File: src/hw/rtl/ihb_pkg.sv
// Shared constants, types and helper functions for the triangular-lattice
// heat-bath site update block. No dependencies.
`timescale 1ns / 1ps
`default_nettype none

package ihb_pkg;

  // Lattice geometry.
  localparam int LATTICE_WIDTH  = 4;
  localparam int LATTICE_HEIGHT = 8;
  localparam int SITE_COUNT     = LATTICE_WIDTH * LATTICE_HEIGHT;
  localparam int SITE_W         = $clog2(SITE_COUNT);

  // Field widths of the command and result words.
  localparam int OP_W   = 2;
  localparam int COL_W  = 2;
  localparam int ROW_W  = 3;
  localparam int DRAW_W = 31;
  localparam int THR_W  = 32;
  localparam int MAG_W  = 7;
  localparam int CNT_W  = 6;

  // Threshold table: one entry per possible count of up neighbors (0..6).
  localparam int THR_COUNT = 7;
  localparam int CFG_IDX_W = 3;
  localparam int NBR_W     = 3;

  // The up counter saturates at the site count, or at its own maximum.
  localparam int CNT_MAX     = (1 << CNT_W) - 1;
  localparam int COUNT_LIMIT = (SITE_COUNT < CNT_MAX) ? SITE_COUNT : CNT_MAX;

  typedef enum logic [OP_W-1:0] {
    OP_INIT   = 2'd0,
    OP_UPDATE = 2'd1,
    OP_READ   = 2'd2
  } opcode_t;

  typedef logic [COL_W-1:0]  col_t;
  typedef logic [ROW_W-1:0]  row_t;
  typedef logic [SITE_W-1:0] site_t;
  typedef logic [NBR_W-1:0]  nbr_t;
  typedef logic [THR_W-1:0]  thr_t;

  // Threshold values after reset, indexed by the count of up neighbors.
  localparam thr_t THR_RESET [THR_COUNT] = '{
    32'd0, 32'd0, 32'd0, 32'd1073741823, 32'd2147483647, 32'd2147483647,
    32'd2147483647
  };

  // Fold an out-of-range column into the lattice.
  function automatic col_t col_wrap(input col_t c);
    return col_t'(int'(c) % LATTICE_WIDTH);
  endfunction

  // Fold an out-of-range row into the lattice.
  function automatic row_t row_wrap(input row_t r);
    return row_t'(int'(r) % LATTICE_HEIGHT);
  endfunction

  // Flat site index of an in-range column and row.
  function automatic site_t site_index(input col_t c, input row_t r);
    return site_t'(int'(r) * LATTICE_WIDTH + int'(c));
  endfunction

endpackage

`default_nettype wire

File: src/hw/rtl/ihb_neighbors.sv
// Counts the up spins among the six triangular-lattice neighbors of a site,
// with periodic wraparound. Depends on ihb_pkg.
`timescale 1ns / 1ps
`default_nettype none

module ihb_neighbors
  import ihb_pkg::*;
(
  input  wire logic [SITE_COUNT-1:0] spins,
  input  wire col_t                  col,
  input  wire row_t                  row,
  output      nbr_t                  up_neighbors
);

  col_t xp;
  col_t xm;
  row_t yp;
  row_t ym;
  logic [5:0] nbr_bits;

  // Wrapped coordinates of the adjacent columns and rows.
  always_comb begin
    xp = (int'(col) == LATTICE_WIDTH - 1)  ? '0 : col + col_t'(1);
    xm = (col == '0) ? col_t'(LATTICE_WIDTH - 1) : col - col_t'(1);
    yp = (int'(row) == LATTICE_HEIGHT - 1) ? '0 : row + row_t'(1);
    ym = (row == '0) ? row_t'(LATTICE_HEIGHT - 1) : row - row_t'(1);
  end

  // The six neighbors, including the two diagonals along (+1,+1) and (-1,-1).
  always_comb begin
    nbr_bits[0] = spins[site_index(col, yp)];
    nbr_bits[1] = spins[site_index(xp, row)];
    nbr_bits[2] = spins[site_index(xp, yp)];
    nbr_bits[3] = spins[site_index(col, ym)];
    nbr_bits[4] = spins[site_index(xm, row)];
    nbr_bits[5] = spins[site_index(xm, ym)];
  end

  // Population count of the neighbor spins; this selects the threshold.
  always_comb begin
    up_neighbors = '0;
    for (int i = 0; i < 6; i++) begin
      up_neighbors = up_neighbors + nbr_t'(nbr_bits[i]);
    end
  end

endmodule

`default_nettype wire

File: src/hw/rtl/ising_heat_bath_site_update.sv
// Heat-bath site update for a periodic 4 x 8 triangular Ising lattice held in
// flip-flops. A command is taken at every clock edge with start high and busy
// low; busy is high only right after reset. Every command yields exactly one
// result word, shown for one cycle with done high. Each command is registered
// first; in the following cycle the result registers are loaded and the spin
// written: an update compares the draw with the threshold selected by the six
// neighbors, an init takes the spin from bit 0 of the draw, and a read keeps
// the spin and clears the up counter. One command per cycle is sustained, and
// each command sees the lattice as left by the one before it. The receiver
// cannot stall results. Thresholds are written
// through the cfg port, which is always ready; write them only while no
// command is in flight.
// Depends on ihb_pkg and ihb_neighbors.
`timescale 1ns / 1ps
`default_nettype none

module ising_heat_bath_site_update
  import ihb_pkg::*;
(
  input  wire logic                 clk,
  input  wire logic                 rst,
  // Command word
  input  wire logic                 start,
  output      logic                 busy,
  input  wire logic [OP_W-1:0]      opcode,
  input  wire logic [COL_W-1:0]     site_col,
  input  wire logic [ROW_W-1:0]     site_row,
  input  wire logic [DRAW_W-1:0]    random_draw,
  // Result word
  output      logic                 done,
  output      logic                 new_spin_up,
  output      logic signed [MAG_W-1:0] magnetization_sum,
  output      logic [CNT_W-1:0]     up_count,
  // Threshold write port
  input  wire logic                 cfg_valid,
  output      logic                 cfg_ready,
  input  wire logic [CFG_IDX_W-1:0] cfg_index,
  input  wire logic [THR_W-1:0]     cfg_data
);

  // Registered command
  logic                s1_valid;
  opcode_t             s1_op;
  col_t                s1_col;
  row_t                s1_row;
  logic [DRAW_W-1:0]   s1_draw;

  // Block state
  logic [SITE_COUNT-1:0]   spin_store;
  logic [SITE_COUNT-1:0]   spin_store_next;
  logic signed [MAG_W-1:0] spin_sum;
  logic signed [MAG_W-1:0] spin_sum_next;
  logic [CNT_W-1:0]        up_counter;
  logic [CNT_W-1:0]        up_counter_next;
  thr_t                    thr [THR_COUNT];

  // Update datapath
  site_t            idx;
  nbr_t             up_neighbors;
  logic             spin_cur;
  logic             spin_new;
  logic [CNT_W-1:0] count_after;

  logic accept;

  assign accept    = start && !busy;
  assign cfg_ready = 1'b1;

  // Command register; busy is high only in reset and right after it.
  always_ff @(posedge clk) begin
    if (rst) begin
      busy     <= 1'b1;
      s1_valid <= 1'b0;
    end else begin
      busy     <= 1'b0;
      s1_valid <= accept;
    end
    if (accept) begin
      s1_op   <= opcode_t'(opcode);
      s1_col  <= col_wrap(site_col);
      s1_row  <= row_wrap(site_row);
      s1_draw <= random_draw;
    end
  end

  // Threshold registers.
  always_ff @(posedge clk) begin
    if (rst) begin
      for (int i = 0; i < THR_COUNT; i++) begin
        thr[i] <= THR_RESET[i];
      end
    end else if (cfg_valid && cfg_ready && int'(cfg_index) < THR_COUNT) begin
      thr[cfg_index] <= cfg_data;
    end
  end

  ihb_neighbors u_neighbors (
    .spins        (spin_store),
    .col          (s1_col),
    .row          (s1_row),
    .up_neighbors (up_neighbors)
  );

  assign idx      = site_index(s1_col, s1_row);
  assign spin_cur = spin_store[idx];

  // New spin, counter and magnetization for the registered command.
  always_comb begin
    spin_new    = spin_cur;
    count_after = up_counter;
    case (s1_op)
      OP_INIT: begin
        spin_new = s1_draw[0];
      end
      OP_UPDATE: begin
        spin_new = ({1'b0, s1_draw} < thr[up_neighbors]);
        if (spin_new && int'(up_counter) < COUNT_LIMIT) begin
          count_after = up_counter + CNT_W'(1);
        end
      end
      default: begin
      end
    endcase

    up_counter_next = (s1_op == OP_READ) ? '0 : count_after;

    spin_store_next      = spin_store;
    spin_store_next[idx] = spin_new;

    spin_sum_next = spin_sum;
    if (spin_new != spin_cur) begin
      spin_sum_next = spin_new ? spin_sum + MAG_W'(2) : spin_sum - MAG_W'(2);
    end
  end

  // Lattice state and result registers.
  always_ff @(posedge clk) begin
    if (rst) begin
      spin_store <= '0;
      spin_sum   <= MAG_W'(-SITE_COUNT);
      up_counter <= '0;
      done       <= 1'b0;
    end else begin
      done <= s1_valid;
      if (s1_valid) begin
        spin_store <= spin_store_next;
        spin_sum   <= spin_sum_next;
        up_counter <= up_counter_next;
      end
    end
    if (s1_valid) begin
      new_spin_up       <= spin_new;
      magnetization_sum <= spin_sum_next;
      up_count          <= count_after;
    end
  end

`ifndef ASSERT_OFF
  // Every accepted command raises done, through the command and done registers.
  a_result_follows: assert property (@(posedge clk) disable iff (rst)
    accept |=> ##1 done)
    else $error("result strobe missing after accepted command");

  // The up counter never passes its saturation limit.
  a_count_limit: assert property (@(posedge clk) disable iff (rst)
    int'(up_counter) <= COUNT_LIMIT)
    else $error("up counter beyond its limit");

  // The running magnetization matches the stored spins.
  a_mag_consistent: assert property (@(posedge clk) disable iff (rst)
    int'(spin_sum) == 2 * $countones(spin_store) - SITE_COUNT)
    else $error("magnetization out of step with spin store");

  // A read command leaves the counter cleared.
  a_read_clears: assert property (@(posedge clk) disable iff (rst)
    (s1_valid && s1_op == OP_READ) |=> (up_counter == '0))
    else $error("counter not cleared by read");
`endif

endmodule

`default_nettype wire
File: config.mk
export PLATFORM = sky130hd
export DESIGN_NAME = ising_heat_bath_site_update
export DESIGN_NICKNAME = d
export VERILOG_FILES = /design/src/hw/rtl/ihb_pkg.sv /design/src/hw/rtl/ihb_neighbors.sv /design/src/hw/rtl/ising_heat_bath_site_update.sv
export SDC_FILE = /design/constraint.sdc
export NUM_CORES = 1
export LEC_CHECK = 0
export BUFFER_PORTS_ARGS = -buffer_cell sky130_fd_sc_hd__clkbuf_2
export CAP_MARGIN = 10
export CORE_MARGIN = 2
export CORE_UTILIZATION = 25
export CTS_CLUSTER_SIZE = 16
export DETAILED_ROUTE_END_ITERATION = 10
export PLACE_DENSITY = 0.43
export SYNTH_ARGS = -nofsm -noshare
export SYNTH_HDL_FRONTEND = slang
export SYNTH_SLANG_ARGS = --single-unit
export TNS_END_PERCENT = 100
File: constraint.sdc
create_clock -name clk -period 9 [get_ports clk]
set_clock_uncertainty 0.15 [all_clocks]
set_input_delay 0.9 -clock clk [delete_from_list [all_inputs] [get_ports clk]]
set_output_delay 0.9 -clock clk [all_outputs]
set_load 0.005 [all_outputs]
; ---- Yosys cells after proc, flatten, opt, wreduce, memory -nomap -nowiden
; Memories as Yosys holds them, arrays and structs flattened.
; Index checks and enable logic that the tools add are counted.
[totals]
out_inout_bits = 17
reg_bits = 100
word_cells = 93
inputBits = 77
ramBits = 224
n_memories = 1
[classes]
n_reduce_logical = 9
order_cmp = 11
eq_ne = 5
n_mux = 35
n_addsub = 19
[memory_table]
columns = memory, words, word_bits, read_ports, rd_ports_with_merged_regs, wr, line_no
row1 = thr, 7, 32, 1, 0, 7, ising_heat_bath_site_update.sv:55  ; thr_t thr [THR_COUNT];
[op_table]
columns = cell, count
row1 = $lt 5x6->1 const B, 7
row2 = $add 5x2->5, 7
row3 = $bmux 1 s5, 7
row4 = $bwmux 32, 1
row5 = $lt 31x32->1, 1
row6 = $mux 32, 1
row7 = $reduce_or 32->1, 1
row8 = $mux 6, 3
row9 = $mux 1, 14
row10 = $mux 7, 2
row11 = $add 3x1->3, 4
row12 = $mux 3, 3
row13 = $add 7x3->7 const B, 1
row14 = $sub 7x3->7 const B, 1
row15 = $add 6x1->6 const B, 1
row16 = $lt 6x6->1 const B, 1
row17 = $demux 1 s5, 1
row18 = $ge 5x1->1 const B, 1
row19 = $eq 2x1->1 const B, 2
row20 = $logic_and 1x1->1, 4
row21 = $logic_not 2->1, 2
row22 = $mux 2, 2
row23 = $add 3x1->3 const B, 1
row24 = $eq 3x1->1 const B, 1
row25 = other kinds (10), 10

; ---- Depth between registers and ports, before layout
; An unclocked memory read counts as a cell.
[logic_depth]
word_depth = 16
depth_mapped = 34
depth_no_buf = 29

; ---- By module
; Synthesis repeated with hierarchy kept, for this count alone.
[unflattened]
cells_unflattened = 1239
area_unflattened_um2 = 16776.1
[by_module_without_submodules]
columns = mod, instances, cells_per_inst, area_each_um2, seq_area_each_um2
row1 = ising_heat_bath_site_update, 1, 1145, 15451.1, 9839.4
row2 = ihb_neighbors, 1, 94, 1325.0, 0.0

; ---- Worst setup path before layout
; Ideal clock, no wire load.
[synth_timing]
path_type = reg2reg
start = register s1_col[0]
end = register spin_sum[6]
slack_ns = -0.577
synth_period_minus_slack_ns = 9.577
arrival_time_ns = 9.356
setup_ns = 0.072
required_time_ns = 8.778
stages_incl_launch_ff = 32
path_buffers = 6
cell_sequence = edfxtp_1 buf_2 clkinv_1 ha_1 buf_1 clkbuf_1 mux4_2 mux4_2 a21oi_1 fa_1 fa_1 fa_1 buf_6 buf_1 clkbuf_1 mux4_2 mux2i_1 ha_1 nand3_1 or4_1 o22a_1 a22oi_2 a22oi_4 o21ai_0 ha_1 a21o_1 a21oi_1 o21bai_1 a21o_1 or4_1 mux2i_1 mux2i_1
[synth_between]
elab_chain_cells = 15
elab_cells_between_ends = 38
cone_classes = 14 x add/sub / 1 x order compare / 2 x eq/ne / 19 x mux / 1 x reduce/logical / 1 x memory
[synth_rtl]
columns = item, line_no
row1 = "start, declared", ising_heat_bath_site_update.sv:44  ; col_t s1_col;
row2 = "start signal, assigned", ising_heat_bath_site_update.sv:80  ; s1_col <= col_wrap(site_col);
row3 = $add 2x1->2 or $eq 2x1->1 (tied branches), ihb_neighbors.sv:23  ; xp = (int'(col) == LATTICE_WIDTH - 1) ? '0 : col + col_t'(1);
row4 = $mux 2, ihb_neighbors.sv:23
row5 = $add 5x2->5, ihb_pkg.sv:62  ; return site_t'(int'(r) * LATTICE_WIDTH + int'(c));
row6 = $bmux 1 s5, ihb_neighbors.sv:32  ; nbr_bits[1] = spins[site_index(xp, row)];
row7 = $mux 1 (implied by the code), ihb_neighbors.sv:32
row8 = $add 1x1->2, ihb_neighbors.sv:43  ; up_neighbors = up_neighbors + nbr_t'(nbr_bits[i]);
row9 = $add 3x1->3 (4 in series), ihb_neighbors.sv:43
row10 = $mem_v2 7x32, --
row11 = $lt 31x32->1, ising_heat_bath_site_update.sv:116  ; spin_new = ({1'b0, s1_draw} < thr[up_neighbors]);
row12 = $pmux 1 s2, ising_heat_bath_site_update.sv:111  ; case (s1_op)
row13 = $mux 7 or $ne 1x1->1 (tied branches), "ising_heat_bath_site_update.sv:132, ising_heat_bath_site_update.sv:131"
row14 = $mux 7 (*), ising_heat_bath_site_update.sv:131  ; if (spin_new != spin_cur) begin
row15 = "end signal, assigned", ising_heat_bath_site_update.sv:140  ; spin_sum <= MAG_W'(-SITE_COUNT);
row16 = "end signal, assigned", ising_heat_bath_site_update.sv:147  ; spin_sum <= spin_sum_next;
row17 = "end, declared", ising_heat_bath_site_update.sv:51  ; logic signed [MAG_W-1:0] spin_sum;
; Mark *: on every way between the ends. The rest lies on a longest branch, timed or not. The select of a mux whose other input is x is not followed.
; A chain may end at the register's enable or synchronous reset.

; ---- Final worst setup path
; Same ends and word-level chain as after synthesis.

==> metrics.log <==
INFO  metric critical_path.slowest_cell = sky130_fd_sc_hd__fa_4
INFO  metric finish.utilization = 0.303
INFO  metric wl_per_cell = around 20 µm
INFO  metric finalSetupViolCount = 0
INFO  metric clkLatencyLatePin = between 0.5 and 0.6 ns
INFO  metric timing.critical_path.fanout_max = 16
INFO  metric synth.area.top_cells = sky130_fd_sc_hd__edfxtp_1, sky130_fd_sc_hd__mux4_2, sky130_fd_sc_hd__dfxtp_1
INFO  metric drtPass1Iterations = 5
INFO  metric synthCells = 1224
INFO  metric power_frac_seq = 0.420
INFO  metric clk_transition_reported_paths = approximately 0.060 ns
INFO  metric clkSinkCount = 354
INFO  metric globalRoute.totalOverflow = 0
INFO  metric p_per_area = roughly 230 nW/µm²
INFO  metric hold_violations = 0
INFO  metric clockPowerShare = 0.378
INFO  metric drt_first_iter_violations = 708
INFO  metric synth.top_cell.area_share = 0.499
INFO  metric place_congestion = 0.814
INFO  metric htree_levels = 2
INFO  metric fmaxAchievable = 0.116 GHz
INFO  metric ir_worst_vdd = 0.117 mV
INFO  metric die_width = around 260 µm
INFO  metric fin_area = around 20000 µm²
INFO  metric synth_cell_types = 62
INFO  metric drt_wl_total = 46300 µm
INFO  metric areaGrowthSynthToFinish = 20.0%
INFO  metric leakagePower = 7.52 nW
INFO  metric grt_start_max_net_pins = 55
INFO  metric timing.final.crit_period = 8.61 ns
INFO  metric holdWs = about 0.33 ns
INFO  metric synth_enable_flop_cells = 275
INFO  metric max_slew_margin_vs_limit = 0.454
INFO  metric synth_flop_cell = sky130_fd_sc_hd__edfxtp_1
INFO  metric worstMarginPinSlew = around 0.82 ns
INFO  metric post-synth-top-count-cell = sky130_fd_sc_hd__edfxtp_1
INFO  metric netlist_area = 16600 µm²
INFO  metric core.rowCount = between 90 and 100
INFO  metric worstSetupPathType = register to register
INFO  metric startpoint_kind_of_the_worst_setup_timing_path = register
INFO  metric io_buffers = 91
INFO  metric cts.path.max_buffers = 3
INFO  metric remaining_drc_errors = 0
INFO  metric via_per_inst = 4.62
INFO  metric layout_worst_path_cycle_share = 0.956
INFO  metric arrival = 8.94 ns
INFO  metric post-dp-hpwl = 29900 µm
INFO  metric synth_commonest_cells = sky130_fd_sc_hd__edfxtp_1, sky130_fd_sc_hd__nor2_1, sky130_fd_sc_hd__nand2_1
INFO  metric dpl-instance-area = between 15000 and 20000 µm²
INFO  metric global_route_wire_length_before_repair = ~70000 µm
INFO  metric cts_root_buf = sky130_fd_sc_hd__clkbuf_16
INFO  metric die_area = 68300 µm²
INFO  metric intPower = 0.00328 W
INFO  metric fin_setup_tns = 0 ns
INFO  metric hold-path-cell-count = 2
INFO  metric ys_seq_elements = between 300 and 400
INFO  metric drive_above_1_share = 0.250
INFO  metric io_pins = 94
INFO  metric worst_ep_required = approximately 9.3 ns
INFO  metric grt_util_all_layers = 0.137
INFO  metric status = finished, final reports clean
INFO  metric report.final.slew_viol_count = 0
INFO  metric final_antenna_net_count = 0
INFO  metric crit_path_end_kind = register
INFO  metric first_global_vias = approximately 11000
INFO  metric asyncSetResetFlopFracSynth = 0
INFO  metric p_switching = 0.00119 W
INFO  metric start_util = 0.252
INFO  metric core_area = 65600 µm²
INFO  metric timing.critical_path.slowest_cell_delay = 0.92 ns
INFO  metric post_synth.cell_area_avg = 13.5 µm²
INFO  metric seq_area_frac_synth = 0.594
INFO  metric finalNetCount = 1492
INFO  metric netSwitchingFraction = 0.266
INFO  metric min-delay-path-class = register to register
INFO  metric cts_buffers = 41
INFO  metric synthesis.yosys.warnings = 0
INFO  metric worst-r2r-cell-count = 30
INFO  metric cts_tree = yes
INFO  metric yosys.area.top_type = sky130_fd_sc_hd__edfxtp_1
INFO  metric die_height = 261 µm
INFO  metric antenna_found_initial = 2
INFO  metric combPwrFrac = 0.202
INFO  metric cap_violations = 0
INFO  metric total_power = 0.00447 W
INFO  metric vias = 10465
==> power groups by stage <==
stage               clock network (W)  registers [W]  logic [W]
finish                        0.00169        0.00188   0.000902
global route                  0.00181        0.00189   0.000995
CTS                           0.00174        0.00188   0.000890
detailed placement                  0        0.00191   0.000886
global placement                    0        0.00191   0.000881
floorplan                           0        0.00190   0.000591
==> repair_timing <==
item                                    4_1_cts  5_1_grt
resized for setup                             1       17
hold buffers                                  0        0
pin swaps                                     0        3
buffers inserted                              0        6
endpoints found under the setup margin        1        3
cloned                                        0        0
==> registers in the layout (all words and copies together) (netlist names), 2 cells and up <==
signal             cells
magnetization_sum      6
s1_col                 2
s1_draw               31
s1_op                  2
s1_row                 3
spin_store            32
spin_sum               6
thr                  256
up_count               6
up_counter             6
==> logic make-up (layout without fill, tap and decap cells) <==
| logic type | count (synthesis) | in the layout | synth area share |
|---|---|---|---|
| flops | 354 | 354 | 0.594 |
| buf+inv | 128 | 272 | 0.0310 |
| compound gates | 158 | 158 | 0.0699 |
| mux | 164 | 164 | 0.170 |
| xor+xnor | 9 | 9 | 0.00476 |
| simple gates | 361 | 361 | 0.0915 |
| fa+ha+maj | 48 | 48 | 0.0381 |
| other cells | 2 | 35 | 0.000454 |
==> cells in the final DEF (no fill, tap or decap), types with 41 or more instances in the layout <==
cell	count
sky130_fd_sc_hd__mux4_2	89
sky130_fd_sc_hd__nand2_1	140
sky130_fd_sc_hd__edfxtp_1	275
sky130_fd_sc_hd__mux2i_1	55
sky130_fd_sc_hd__clkbuf_2	91
sky130_fd_sc_hd__inv_1	45
sky130_fd_sc_hd__nor2_1	154
sky130_fd_sc_hd__clkbuf_16	41
sky130_fd_sc_hd__buf_4	49
sky130_fd_sc_hd__o211ai_1	58
sky130_fd_sc_hd__dfxtp_1	79
sky130_fd_sc_hd__ha_1	42
==> worst max-delay path, delay by kind of cell (launching register included) <==
| kind | cells | cell delay, ns |
|---|---|---|
| fa+ha+maj | 7 | 2.91 |
| buf+inv | 4 | 0.56 |
| flops | 1 | 0.43 |
| compound gates | 9 | 1.63 |
| mux | 5 | 1.58 |
| simple gates | 5 | 1.22 |
==> through the flow <==
step | instances | worst slack (ns)
after detailed placement | 2182 | 0.0100
final | 2265 | 0.392
after global placement | 2182 | 0.128
after floorplan | 1256 | 0.0417
after global routing | 2264 | -0.0520
after CTS | 2258 | 0.0469
==> area by class of cell <==
class | instances | area, µm²
Antenna cell | 1 | 2.50
Clock buffer | 60 | 1180
Clock inverter | 16 | 188
Fill cell | 6638 | 45800
Inverter | 48 | 180
Multi-Input combinational cell | 774 | 6450
Sequential cell | 354 | 9840
Tap cell | 864 | 1080
Timing Repair Buffer | 148 | 952
==> worst paths after layout <==
check / slack [ns] / to / from
worst min-delay path: 0.33 / thr[6][31] / thr[6][31]
worst max register to register: 0.39 / spin_sum[6] / s1_col[0]
worst min register to register: 0.33 / thr[6][31] / thr[6][31]
worst max-delay path: 0.39 / spin_sum[6] / s1_col[0]
==> per-layer routing <==
metal	vias to the layer above	track usage	part of all wire
met5	-	0	0.00050
met4	4	0.0363	0.020
met3	68	0.0200	0.043
met2	222	0.233	0.49
met1	5279	0.182	0.45
li1	4892	-	-
Note: power is estimated with default switching activity, not from simulation.
